$ cat src/sv/greedy_knapsack_selector_core_assert.svh
// Assertion macros shared by the selector RTL
`ifndef GREEDY_KNAPSACK_SELECTOR_CORE_ASSERT_SVH
`define GREEDY_KNAPSACK_SELECTOR_CORE_ASSERT_SVH

// implication checked in the next cycle, outside reset
`define GKS_ASSERT_NEXT(label, clk, rst_n, ante, cons) \
  label: assert property (@(posedge clk) disable iff (!rst_n) (ante) |=> (cons)) \
    else $error("assertion failed");

// implication checked in the same cycle, outside reset
`define GKS_ASSERT_SAME(label, clk, rst_n, ante, cons) \
  label: assert property (@(posedge clk) disable iff (!rst_n) (ante) |-> (cons)) \
    else $error("assertion failed");

`endif

$ cat src/sv/gks_pkg.sv
// ---------------------------------------------------------------------------
// gks_pkg
// Shared constants and types of the greedy knapsack selector.
// ---------------------------------------------------------------------------
`default_nettype none
package gks_pkg;
  localparam int MAX_ITEMS = 32;
  localparam int IDX_W     = $clog2(MAX_ITEMS);
  localparam int CNT_W     = IDX_W + 1;
  localparam int VAL_W     = 16;
  localparam int WGT_W     = 16;
  localparam int CAP_W     = 24;
  localparam int SUMV_W    = 22;
  localparam int PROD_W    = VAL_W + WGT_W;

  typedef enum logic [3:0] {
    ST_LOAD,
    ST_SORT_RD,
    ST_SORT_MUL,
    ST_SORT_CMP,
    ST_WALK_RDO,
    ST_WALK_RDI,
    ST_WALK_CHK,
    ST_EMIT_RD,
    ST_EMIT_LD,
    ST_EMIT_OUT
  } gks_state_t;
endpackage
`default_nettype wire

$ cat src/sv/gks_density_cmp.sv
// ---------------------------------------------------------------------------
// gks_density_cmp
// Exact value-per-weight compare by registered cross products.
// ---------------------------------------------------------------------------
`default_nettype none
module gks_density_cmp import gks_pkg::*; (
  input  wire logic             clk,
  input  wire logic [VAL_W-1:0] cand_value,
  input  wire logic [WGT_W-1:0] cand_weight,
  input  wire logic [VAL_W-1:0] best_value,
  input  wire logic [WGT_W-1:0] best_weight,
  output logic                  cand_gt
);
  logic [PROD_W-1:0] left_r;
  logic [PROD_W-1:0] right_r;

  always_ff @(posedge clk) begin
    left_r  <= cand_value * best_weight;
    right_r <= best_value * cand_weight;
  end

  // valid in the cycle after the operands
  assign cand_gt = left_r > right_r;
endmodule
`default_nettype wire

$ cat src/sv/greedy_knapsack_selector_core.sv
// ---------------------------------------------------------------------------
// greedy_knapsack_selector_core
// Greedy 0/1 knapsack by value density over a stored item set.
// ---------------------------------------------------------------------------
// Items load one per cycle into an item memory (up to MAX_ITEMS, extras are
// dropped). The transaction with last_item set starts the solve: a selection
// sort over the memory, with a read, the cross products and a compare for
// each unranked candidate and a read alone for each candidate already ranked;
// a greedy walk that reads the order, then the item, then checks it; then n
// results in load order, each read, loaded and held until taken. No input is
// taken from the last item until the last result is taken. The item memory
// has a single read port, so each of these steps makes its own read.
`default_nettype none
module greedy_knapsack_selector_core import gks_pkg::*; (
  input  wire logic              clk,
  input  wire logic              rst_n,
  input  wire logic              cfg_valid,
  output logic                   cfg_ready,
  input  wire logic [CAP_W-1:0]  cfg_knapsack_capacity,
  input  wire logic              in_valid,
  output logic                   in_ready,
  input  wire logic [VAL_W-1:0]  in_item_value,
  input  wire logic [WGT_W-1:0]  in_item_weight,
  input  wire logic              in_item_allowed,
  input  wire logic              in_last_item,
  output logic                   out_valid,
  input  wire logic              out_ready,
  output logic [IDX_W:0]         out_item_index,
  output logic                   out_item_chosen,
  output logic [CAP_W-1:0]       out_total_weight,
  output logic [SUMV_W-1:0]      out_total_value,
  output logic                   out_last_result
);
  localparam int ITEM_W = 1 + WGT_W + VAL_W;

  gks_state_t state_r, state_nxt;

  logic [CAP_W-1:0]     cap_r;
  logic [CNT_W-1:0]     count_r;
  logic [CNT_W-1:0]     n_r;
  logic [CNT_W-1:0]     i_r;
  logic [CNT_W-1:0]     pos_r;
  logic [MAX_ITEMS-1:0] used_r;
  logic [MAX_ITEMS-1:0] chosen_r;
  logic                 best_none_r;
  logic [IDX_W-1:0]     best_idx_r;
  logic [VAL_W-1:0]     best_v_r;
  logic [WGT_W-1:0]     best_w_r;
  logic [IDX_W-1:0]     k_r;
  logic [CAP_W-1:0]     filled_r;
  logic [CAP_W-1:0]     sum_w_r;
  logic [SUMV_W-1:0]    sum_v_r;
  logic                 out_valid_r;

  logic [ITEM_W-1:0] item_mem [MAX_ITEMS];
  logic [IDX_W-1:0]  order_mem [MAX_ITEMS];
  logic [ITEM_W-1:0] item_rd_r;
  logic [IDX_W-1:0]  order_rd_r;
  logic [IDX_W-1:0]  item_addr;

  logic             in_fire, out_fire, cmp_gt, i_last, pos_last;
  logic [VAL_W-1:0] rd_v;
  logic [WGT_W-1:0] rd_w;
  logic             rd_a;
  logic [CAP_W:0]   fill_try;

  assign in_fire  = in_valid && in_ready;
  assign out_fire = out_valid && out_ready;
  assign rd_v     = item_rd_r[VAL_W-1:0];
  assign rd_w     = item_rd_r[VAL_W +: WGT_W];
  assign rd_a     = item_rd_r[ITEM_W-1];
  assign i_last   = (i_r + 1'b1) == n_r;
  assign pos_last = (pos_r + 1'b1) == n_r;
  assign fill_try = {1'b0, filled_r} + {{(CAP_W+1-WGT_W){1'b0}}, rd_w};

  gks_density_cmp u_cmp (
    .clk         (clk),
    .cand_value  (rd_v),
    .cand_weight (rd_w),
    .best_value  (best_v_r),
    .best_weight (best_w_r),
    .cand_gt     (cmp_gt)
  );

  // outputs and read address
  always_comb begin
    in_ready  = state_r == ST_LOAD;
    cfg_ready = 1'b1;
    out_valid = out_valid_r;
    unique case (state_r)
      ST_WALK_RDI: item_addr = order_rd_r;
      ST_WALK_CHK: item_addr = k_r;
      default:     item_addr = i_r[IDX_W-1:0];
    endcase
  end

  // next state
  always_comb begin
    state_nxt = state_r;
    unique case (state_r)
      ST_LOAD:     if (in_fire && in_last_item) state_nxt = ST_SORT_RD;
      ST_SORT_RD: begin
        if (!used_r[i_r[IDX_W-1:0]]) begin
          state_nxt = ST_SORT_MUL;
        end else if (i_last && pos_last) begin
          state_nxt = ST_WALK_RDO;
        end
      end
      ST_SORT_MUL: state_nxt = ST_SORT_CMP;
      ST_SORT_CMP: state_nxt = (i_last && pos_last) ? ST_WALK_RDO : ST_SORT_RD;
      ST_WALK_RDO: state_nxt = ST_WALK_RDI;
      ST_WALK_RDI: state_nxt = ST_WALK_CHK;
      ST_WALK_CHK: state_nxt = pos_last ? ST_EMIT_RD : ST_WALK_RDO;
      ST_EMIT_RD:  state_nxt = ST_EMIT_LD;
      ST_EMIT_LD:  state_nxt = ST_EMIT_OUT;
      ST_EMIT_OUT: if (out_fire) state_nxt = i_last ? ST_LOAD : ST_EMIT_RD;
      default:     state_nxt = ST_LOAD;
    endcase
  end

  // memories
  always_ff @(posedge clk) begin
    if (in_fire && (count_r < CNT_W'(MAX_ITEMS))) begin
      item_mem[count_r[IDX_W-1:0]] <= {in_item_allowed, in_item_weight, in_item_value};
    end
    item_rd_r <= item_mem[item_addr];
  end

  always_ff @(posedge clk) begin
    if (state_r == ST_SORT_RD && used_r[i_r[IDX_W-1:0]] && i_last) begin
      order_mem[pos_r[IDX_W-1:0]] <= best_idx_r;
    end else if (state_r == ST_SORT_CMP && i_last) begin
      order_mem[pos_r[IDX_W-1:0]] <= (best_none_r || cmp_gt) ? i_r[IDX_W-1:0] : best_idx_r;
    end
    order_rd_r <= order_mem[pos_r[IDX_W-1:0]];
  end

  // control and datapath registers
  always_ff @(posedge clk) begin
    if (!rst_n) begin
      state_r     <= ST_LOAD;
      cap_r       <= '0;
      count_r     <= '0;
      n_r         <= '0;
      i_r         <= '0;
      pos_r       <= '0;
      used_r      <= '0;
      chosen_r    <= '0;
      best_none_r <= 1'b1;
      out_valid_r <= 1'b0;
    end else begin
      state_r <= state_nxt;
      if (cfg_valid && cfg_ready) cap_r <= cfg_knapsack_capacity;
      unique case (state_r)
        ST_LOAD: begin
          if (in_fire) begin
            if (in_last_item) begin
              n_r         <= (count_r < CNT_W'(MAX_ITEMS)) ? count_r + 1'b1 : count_r;
              count_r     <= '0;
              i_r         <= '0;
              pos_r       <= '0;
              used_r      <= '0;
              best_none_r <= 1'b1;
            end else if (count_r < CNT_W'(MAX_ITEMS)) begin
              count_r <= count_r + 1'b1;
            end
          end
        end
        ST_SORT_RD: begin
          if (used_r[i_r[IDX_W-1:0]]) begin
            if (i_last) begin
              used_r[best_idx_r] <= 1'b1;
              best_none_r        <= 1'b1;
              i_r                <= '0;
              pos_r              <= pos_last ? '0 : pos_r + 1'b1;
              if (pos_last) begin
                chosen_r <= '0;
                filled_r <= '0;
              end
            end else begin
              i_r <= i_r + 1'b1;
            end
          end
        end
        ST_SORT_CMP: begin
          if (i_last) begin
            used_r[(best_none_r || cmp_gt) ? i_r[IDX_W-1:0] : best_idx_r] <= 1'b1;
            best_none_r <= 1'b1;
            i_r         <= '0;
            pos_r       <= pos_last ? '0 : pos_r + 1'b1;
            if (pos_last) begin
              chosen_r <= '0;
              filled_r <= '0;
            end
          end else begin
            i_r <= i_r + 1'b1;
            if (best_none_r || cmp_gt) begin
              best_none_r <= 1'b0;
              best_idx_r  <= i_r[IDX_W-1:0];
              best_v_r    <= rd_v;
              best_w_r    <= rd_w;
            end
          end
        end
        ST_WALK_RDI: k_r <= order_rd_r;
        ST_WALK_CHK: begin
          if (rd_a && fill_try <= {1'b0, cap_r}) begin
            chosen_r[k_r] <= 1'b1;
            filled_r      <= fill_try[CAP_W-1:0];
          end
          pos_r <= pos_r + 1'b1;
          if (pos_last) begin
            i_r     <= '0;
            sum_w_r <= '0;
            sum_v_r <= '0;
          end
        end
        ST_EMIT_LD: begin
          out_valid_r      <= 1'b1;
          out_item_index   <= i_r;
          out_item_chosen  <= chosen_r[i_r[IDX_W-1:0]];
          out_last_result  <= i_last;
          if (chosen_r[i_r[IDX_W-1:0]]) begin
            sum_w_r          <= sum_w_r + CAP_W'(rd_w);
            sum_v_r          <= sum_v_r + SUMV_W'(rd_v);
            out_total_weight <= sum_w_r + CAP_W'(rd_w);
            out_total_value  <= sum_v_r + SUMV_W'(rd_v);
          end else begin
            out_total_weight <= sum_w_r;
            out_total_value  <= sum_v_r;
          end
        end
        ST_EMIT_OUT: begin
          if (out_fire) begin
            out_valid_r <= 1'b0;
            i_r         <= i_r + 1'b1;
          end
        end
        default: ;
      endcase
    end
  end

  // a best candidate is always recorded when a pass closes
  // (the first unused item is always taken)
  `include "greedy_knapsack_selector_core_assert.svh"

  `GKS_ASSERT_SAME(a_no_in_while_out, clk, rst_n, out_valid, !in_ready)
  `GKS_ASSERT_SAME(a_count_bound, clk, rst_n, 1'b1, count_r <= CNT_W'(MAX_ITEMS))
  `GKS_ASSERT_NEXT(a_last_ends_set, clk, rst_n, out_fire && out_last_result, in_ready)
  `GKS_ASSERT_SAME(a_fill_in_cap, clk, rst_n, state_r == ST_WALK_CHK, filled_r <= cap_r)
endmodule
`default_nettype wire

$ cat config.mk
export PLATFORM = sky130hd
export DESIGN_NAME = greedy_knapsack_selector_core
export DESIGN_NICKNAME = d
export VERILOG_FILES = /design/src/sv/gks_pkg.sv /design/src/sv/gks_density_cmp.sv /design/src/sv/greedy_knapsack_selector_core.sv
export VERILOG_INCLUDE_DIRS = /design/src /design/src/sv
export SDC_FILE = /design/constraint.sdc
export NUM_CORES = 2
export LEC_CHECK = 0
export BUFFER_PORTS_ARGS = -buffer_cell sky130_fd_sc_hd__buf_2
export CAP_MARGIN = 10
export CORE_ASPECT_RATIO = 1.5
export CORE_MARGIN = 2
export CORE_UTILIZATION = 70
export CTS_BUF_LIST = sky130_fd_sc_hd__clkbuf_2
export DETAILED_ROUTE_END_ITERATION = 8
export PLACE_DENSITY_LB_ADDON = 0.05
export SLEW_MARGIN = 20
export SYNTH_ARGS = -nofsm -noshare
export SYNTH_HDL_FRONTEND = slang
export SYNTH_SLANG_ARGS = --single-unit
$ cat constraint.sdc
create_clock -name clk -period 16.7 [get_ports clk]
set_clock_uncertainty 0.15 [all_clocks]
set_input_delay 0.835 -clock clk [delete_from_list [all_inputs] [get_ports clk]]
set_output_delay 0.835 -clock clk [all_outputs]
set_load 0.03 [all_outputs]
# Word level (Yosys, flattened, before mapping)
# Memory sizes are Yosys's and may differ from the RTL's. A register that Yosys moved wholly into a read port is not among the register bits.
# Cells that the tools add are included.
# W data, S select, Z words.
[word_totals]
ff_bits = 348
mem_bits_rw = 1216
in_bits = 63
output_inout_bits = 57
wordCells = 178
memories = 2
[memory_table]
columns = ["name", "depth", "width", "read_ports", "rd_ports_with_merged_regs", "wr", "line", "rtl"]
rows = [
  ["item_mem", 32, 33, 1, 1, 1, "greedy_knapsack_selector_core.sv:55", "logic [ITEM_W-1:0] item_mem [MAX_ITEMS];"],
  ["order_mem", 32, 5, 1, 1, 1, "greedy_knapsack_selector_core.sv:56", "logic [IDX_W-1:0] order_mem [MAX_ITEMS];"],
]
[op_classes]
addsub = 6
mul = 2
magnitude_cmp = 10
eq_ne = 22
mux = 72
n_bitwise = 5
n_reduce_logical = 35
[ops]
columns = ["op", "n"]
rows = [
  ["$mux W32", 9],
  ["$pmux W32 S3", 2],
  ["$mux W24", 6],
  ["$or A32 B32 Y32", 3],
  ["$pmux W24 S3", 1],
  ["$mux W6", 11],
  ["$mul A16 B16 Y32", 2],
  ["$pmux W24 S2", 1],
  ["$mux W22", 2],
  ["$pmux W22 S2", 1],
  ["$pmux W4 S10", 1],
  ["$gt A32 B32 Y1", 1],
  ["$pmux W6 S5", 1],
  ["$add A24 B16 Y25", 1],
  ["$le A25 B24 Y1", 1],
  ["$add A24 B16 Y24", 1],
  ["$lt A5 B6 Y1 const B", 4],
  ["$pmux W6 S4", 1],
  ["$add A22 B16 Y22", 1],
  ["$mux W1", 19],
  ["$add A6 B1 Y6 const B", 3],
  ["$reduce_and A6 Y1", 3],
  ["$eq A4 B3 Y1 const B", 4],
  ["$mux W4", 4],
  ["30 further kinds", 69],
]

# Longest topological paths before layout
[depth]
word_depth = 10
ltp_mapped = 25
ltp_nobuf = 23

# Hierarchy
# Synthesis repeated with hierarchy kept, for this count alone.
[hier_totals]
cells_unflattened = 6393
hier_area_um2 = 84192.0
[modules_own_cells]
columns = ["mod", "instances", "cells_each", "area_each_um2"]
rows = [
  ["greedy_knapsack_selector_core", 1, 4180, 64749.6],
  ["gks_density_cmp", 1, 2213, 19442.4],
]

# Worst setup path after synthesis
# OpenSTA, ideal clock, no wires.
[synth_path]
path_type = "register to register"
start = "reg item_rd_r[17], read port of item_mem"
end = "reg u_cmp.right_r[31]"
arrival_time_ns = 6.260
t_required_ns = 16.478
slack_ns = 10.218
path_stages_with_launch = 23
n_path_buf = 2
synth_period_minus_slack_ns = 6.482
path_cell_list = "dfxtp_1 > clkbuf_1 > nand2_1 > fa_1 > fa_1 > inv_1 > fa_1 > fa_1 > fa_1 > inv_1 > fa_1 > inv_1 > ha_1 > clkbuf_1 > a21oi_1 > o311ai_0 > a22o_1 > a31o_2 > and4_1 > a2111o_1 > a31o_2 > a31oi_1 > xnor2_1"
[synth_between]
elab_chain_len = 1
[synth_rtl]
columns = ["item", "line", "rtl"]
rows = [
  ["start, declared", "greedy_knapsack_selector_core.sv:57", "logic [ITEM_W-1:0] item_rd_r;"],
  ["$mul A16 B16 Y32", "gks_density_cmp.sv:19", "right_r <= best_value * cand_weight;"],
  ["end signal, assigned", "gks_density_cmp.sv:19", ""],
  ["end, declared", "gks_density_cmp.sv:15", "logic [PROD_W-1:0] right_r;"],
]
# Every way passes these cells.
# A chain may end at the register's enable or synchronous reset.

# Worst setup path after layout
# Same ends and word-level chain as after synthesis.

==> impl_metrics.toml <==
[outcome]
status = "completed"

[clock_tree]
clkSinkCount = 1602
cts_setup_buffers = 0
clock_latency_ps = 1750
clkSlewWorstSetupHoldPaths_ps = 110
max-clock-path-buffers = 4
cts_max_level = 5
ctsRootBufferMaster = "clkbuf_2"
hold_buffers = 176
ctsResizeCount = 0
cts_tree = "yes"
cts_inserted_buffers = 362

[critical_path]
slowest_stage = "dfxtp_1"
crit_path_end_kind = "register"
path_max_fanout = 21
startpoint_type = "register"
arrival_ps = 8580
rrSetupSlack_ps = 9480
reg2reg_depth = 20
regToRegStartpoint = "item_rd_r[17]"
cpLargestDelayFamily = "adder cells"
crit_required_ps = 18070
path_cells = "nand2_1, fa_1, fa_1, inv_1, fa_1, fa_1, fa_1, inv_1, fa_1, inv_1, ha_1, a21oi_1, o311ai_0, a22o_1, a31o_2, and4_1, a2111o_1, a31o_2, a31oi_1, xnor2_1"
critical_path_buf_inv_count = 3
path_class = "reg -> reg"
cp-startpoint = "item_rd_r[17]"
cpPeakStageDelay_ps = 990
r2r_end = "u_cmp.right_r[31]"
crit_path_frequent_cell = "fa_1"

[drt]
dr_total_vias = 49700
drtAntennaViolNets = 0
drt_first_pass_iters = 5
first_iter_violations = 4702
finalWirelength_mm = 198
drc = 0
post_drt_wl_per_cell_um = 25.0
vias_per_cell = 6.27

[logic_synthesis]
async_flop_share = 0
synthDistinctLibCells = 83
synth_flop_cell = "edfxtp_1"
synth_nets = 6401
synthXorXnorAreaFrac = 0.0148
syn_area_um2 = 81400
synth_edf_count = 1382
ys_seq_area_frac = 0.564
ys_ff_latch = 1602
avgSynthCellArea_um2 = 14.5
synthAdderAreaFrac = 0.146
yosys.area_share.simple = 0.0761
synth_cells = 5626
synth-compound-area-share = 0.0479
yosys_warnings = 0
synth_top_family_by_area = "adder cells"
synth_mux_area_frac = 0.112

[hold_path]
hold_start = "out_ready"
hold-path-endpoint = "state_r[0]"
whs_path_depth = 6
hp-class = "in -> reg"

[power]
p_clk_frac = 0.187
total_power_mw = 12.7
vdd_drop_max_mv = 0.311
seqPwrFrac = 0.364
p_switching_mw = 4.94
power_density_nw_per_um2 = 143
p_leak_nw = 33.9
pwr-share-comb = 0.449
intPower_mw = 7.75
sw_frac_of_total = 0.389

[sta]
setup_slack_ps = 9480
max_slew_margin = 0.217
rsz0062_at_grt = "false"
finalSetupTns_ps = 0
worst_slew_pin_slew_ps = 1170
fmax_mhz = 139
hold_viol = 0
layout_worst_path_cycle_share = 0.432
finalSetupViolCount = 0
slew_viol_final = 0
period_needed_ps = 7220

[layout]
layout-drive-gt1-share = 0.192
nNetsFinal = 6878
final-seq-area_um2 = 45900
syn_to_final_growth_pct = 9.07
multiInputGateArea_um2 = 32700
fin_cells = 7926
fillers = 7056

[die]
dieWidth_um = 282
die_y_um = 422
start_util = 0.704
die_area_um2 = 119000
rows = 153
pin_count = 120
coreArea_um2 = 116000

[placement]
post-place-ws_ps = 9650
gp_congestion = 0.939
place_inst = 7113
hpwlAfterDp_mm = 122
portBuffers = 118

[global_routing]
met2_usage = 0.576
busiest_layer = "met2"
grt-ovfl-total = 0
grt_pass1_vias = 52600
grt_usage = 0.345
use_met1 = 0.406
antenna_found_initial = 14
met3_usage = 0.0728
grt_max_degree = 147
grt_first_pass_wirelength_mm = 301

[run]
cap_violations = 0
## cells in the final DEF (no fill, tap or decap), types with 79 or more instances in the layout
cell type	synthesis	layout
clkbuf_2	0	515
fa_1	391	391
and2_1	323	323
nand2_1	411	411
ha_1	321	321
xnor2_1	83	83
a21oi_1	160	156
mux4_2	324	324
nor2_1	258	224
buf_2	39	118
mux2i_1	96	95
dfxtp_1	220	218
dlygate4sd3_1	0	176
mux2_2	79	79
edfxtp_1	1382	1382
inv_1	568	568
## power by group through the flow
stage	clock [mW]	combinational (mW)	sequential (mW)
4_1_cts	2.41	5.73	4.62
2_1_floorplan	0	4.07	4.64
3_5_place_dp	0	5.64	4.71
5_1_grt	2.61	6.41	4.63
3_3_place_gp	0	5.54	4.70
6_report	2.37	5.70	4.62
## area by class of cell
type                    instances  area share
diodes                         16    0.000451
clock buffers                 515      0.0290
clock inverters               106     0.00617
inverters                     570      0.0241
multi-input cells            3198       0.368
flip-flops and latches       1602       0.517
well taps                    1550      0.0218
repair buffers                369      0.0333
## cell usage after synthesis (6+ instances only)
master / n / area [um^2]
edfxtp_1: 1382 / 41500
inv_1: 568 / 2130
nand2_1: 411 / 1540
fa_1: 391 / 7830
mux4_2: 324 / 7300
and2_1: 323 / 2020
ha_1: 321 / 4020
nor2_1: 258 / 968
dfxtp_1: 220 / 4400
clkbuf_1: 196 / 736
a21oi_1: 160 / 801
mux2i_1: 96 / 961
xnor2_1: 83 / 727
mux2_2: 79 / 890
o21ai_0: 78 / 390
o21ai_1: 57 / 285
nor3_1: 52 / 260
xor2_1: 52 / 455
o211ai_1: 42 / 315
a21o_1: 40 / 300
buf_2: 39 / 195
nand3_1: 35 / 175
a32o_1: 32 / 320
nor2b_1: 29 / 181
a32oi_1: 28 / 245
nand2b_1: 24 / 150
nand4_1: 24 / 150
a211oi_1: 18 / 135
a31oi_1: 18 / 113
nor3b_1: 16 / 120
or3_1: 16 / 100
buf_1: 15 / 56.3
nand3b_1: 15 / 113
and3_1: 14 / 87.6
o22ai_1: 14 / 87.6
o21bai_1: 13 / 97.6
o21a_1: 10 / 75.1
o2111ai_1: 7 / 61.3
o221ai_1: 7 / 61.3
or2_2: 7 / 43.8
or3b_2: 7 / 61.3
a221oi_1: 6 / 52.6
nor4_1: 6 / 37.5
o31ai_1: 6 / 45.0
## layer usage
layer  up-vias  share of wire
li1      21500              -
met1     25000           0.34
met2      2463           0.51
met3       673          0.082
met4         6          0.069
met5         -        0.00017
## cell families after synthesis
| family | count (synthesis) |
|---|---|
| buf+inv | 826 |
| mux | 499 |
| flops | 1602 |
| fa+ha+maj | 712 |
| xor+xnor | 136 |
| simple gates | 1258 |
| compound gates | 592 |
| other cells | 1 |
## worst min-delay path, delay by kind of cell
kind | cells | cell delay, ps
buffers and inverters | 3 | 710
AOI/OAI and AO/OA | 3 | 440
## worst max path at each step
stage / endpoint / cells after the start / slack (ps)
2_1_floorplan: u_cmp.right_r[31] / 22 / 10220
3_3_place_gp: u_cmp.right_r[31] / 20 / 9760
3_5_place_dp: u_cmp.right_r[31] / 20 / 9650
4_1_cts: u_cmp.right_r[31] / 20 / 9500
5_1_grt: u_cmp.right_r[31] / 20 / 9170
6_report: u_cmp.right_r[31] / 20 / 9480
## state kept, by name, summed over array words and instances, names as in the netlist, 16 cells and up
register and count:
best_v_r 16, best_w_r 16, cap_r 24, chosen_r 32, filled_r 24, item_mem 1056, item_rd_r 33, order_mem 160
out_total_value 22, out_total_weight 24, sum_v_r 22, sum_w_r 24, u_cmp.left_r 32, u_cmp.right_r 32, used_r 32
## through the flow
step	hold slack [ps]	instance area [um^2]	utilization
6_report	185	88800	0.768
3_3_place_gp	258	83800	0.725
4_1_cts	10.4	88700	0.767
2_1_floorplan	252	81400	-
3_5_place_dp	265	83800	0.725
5_1_grt	106	88800	0.768
(Power assumes the default switching activity.)
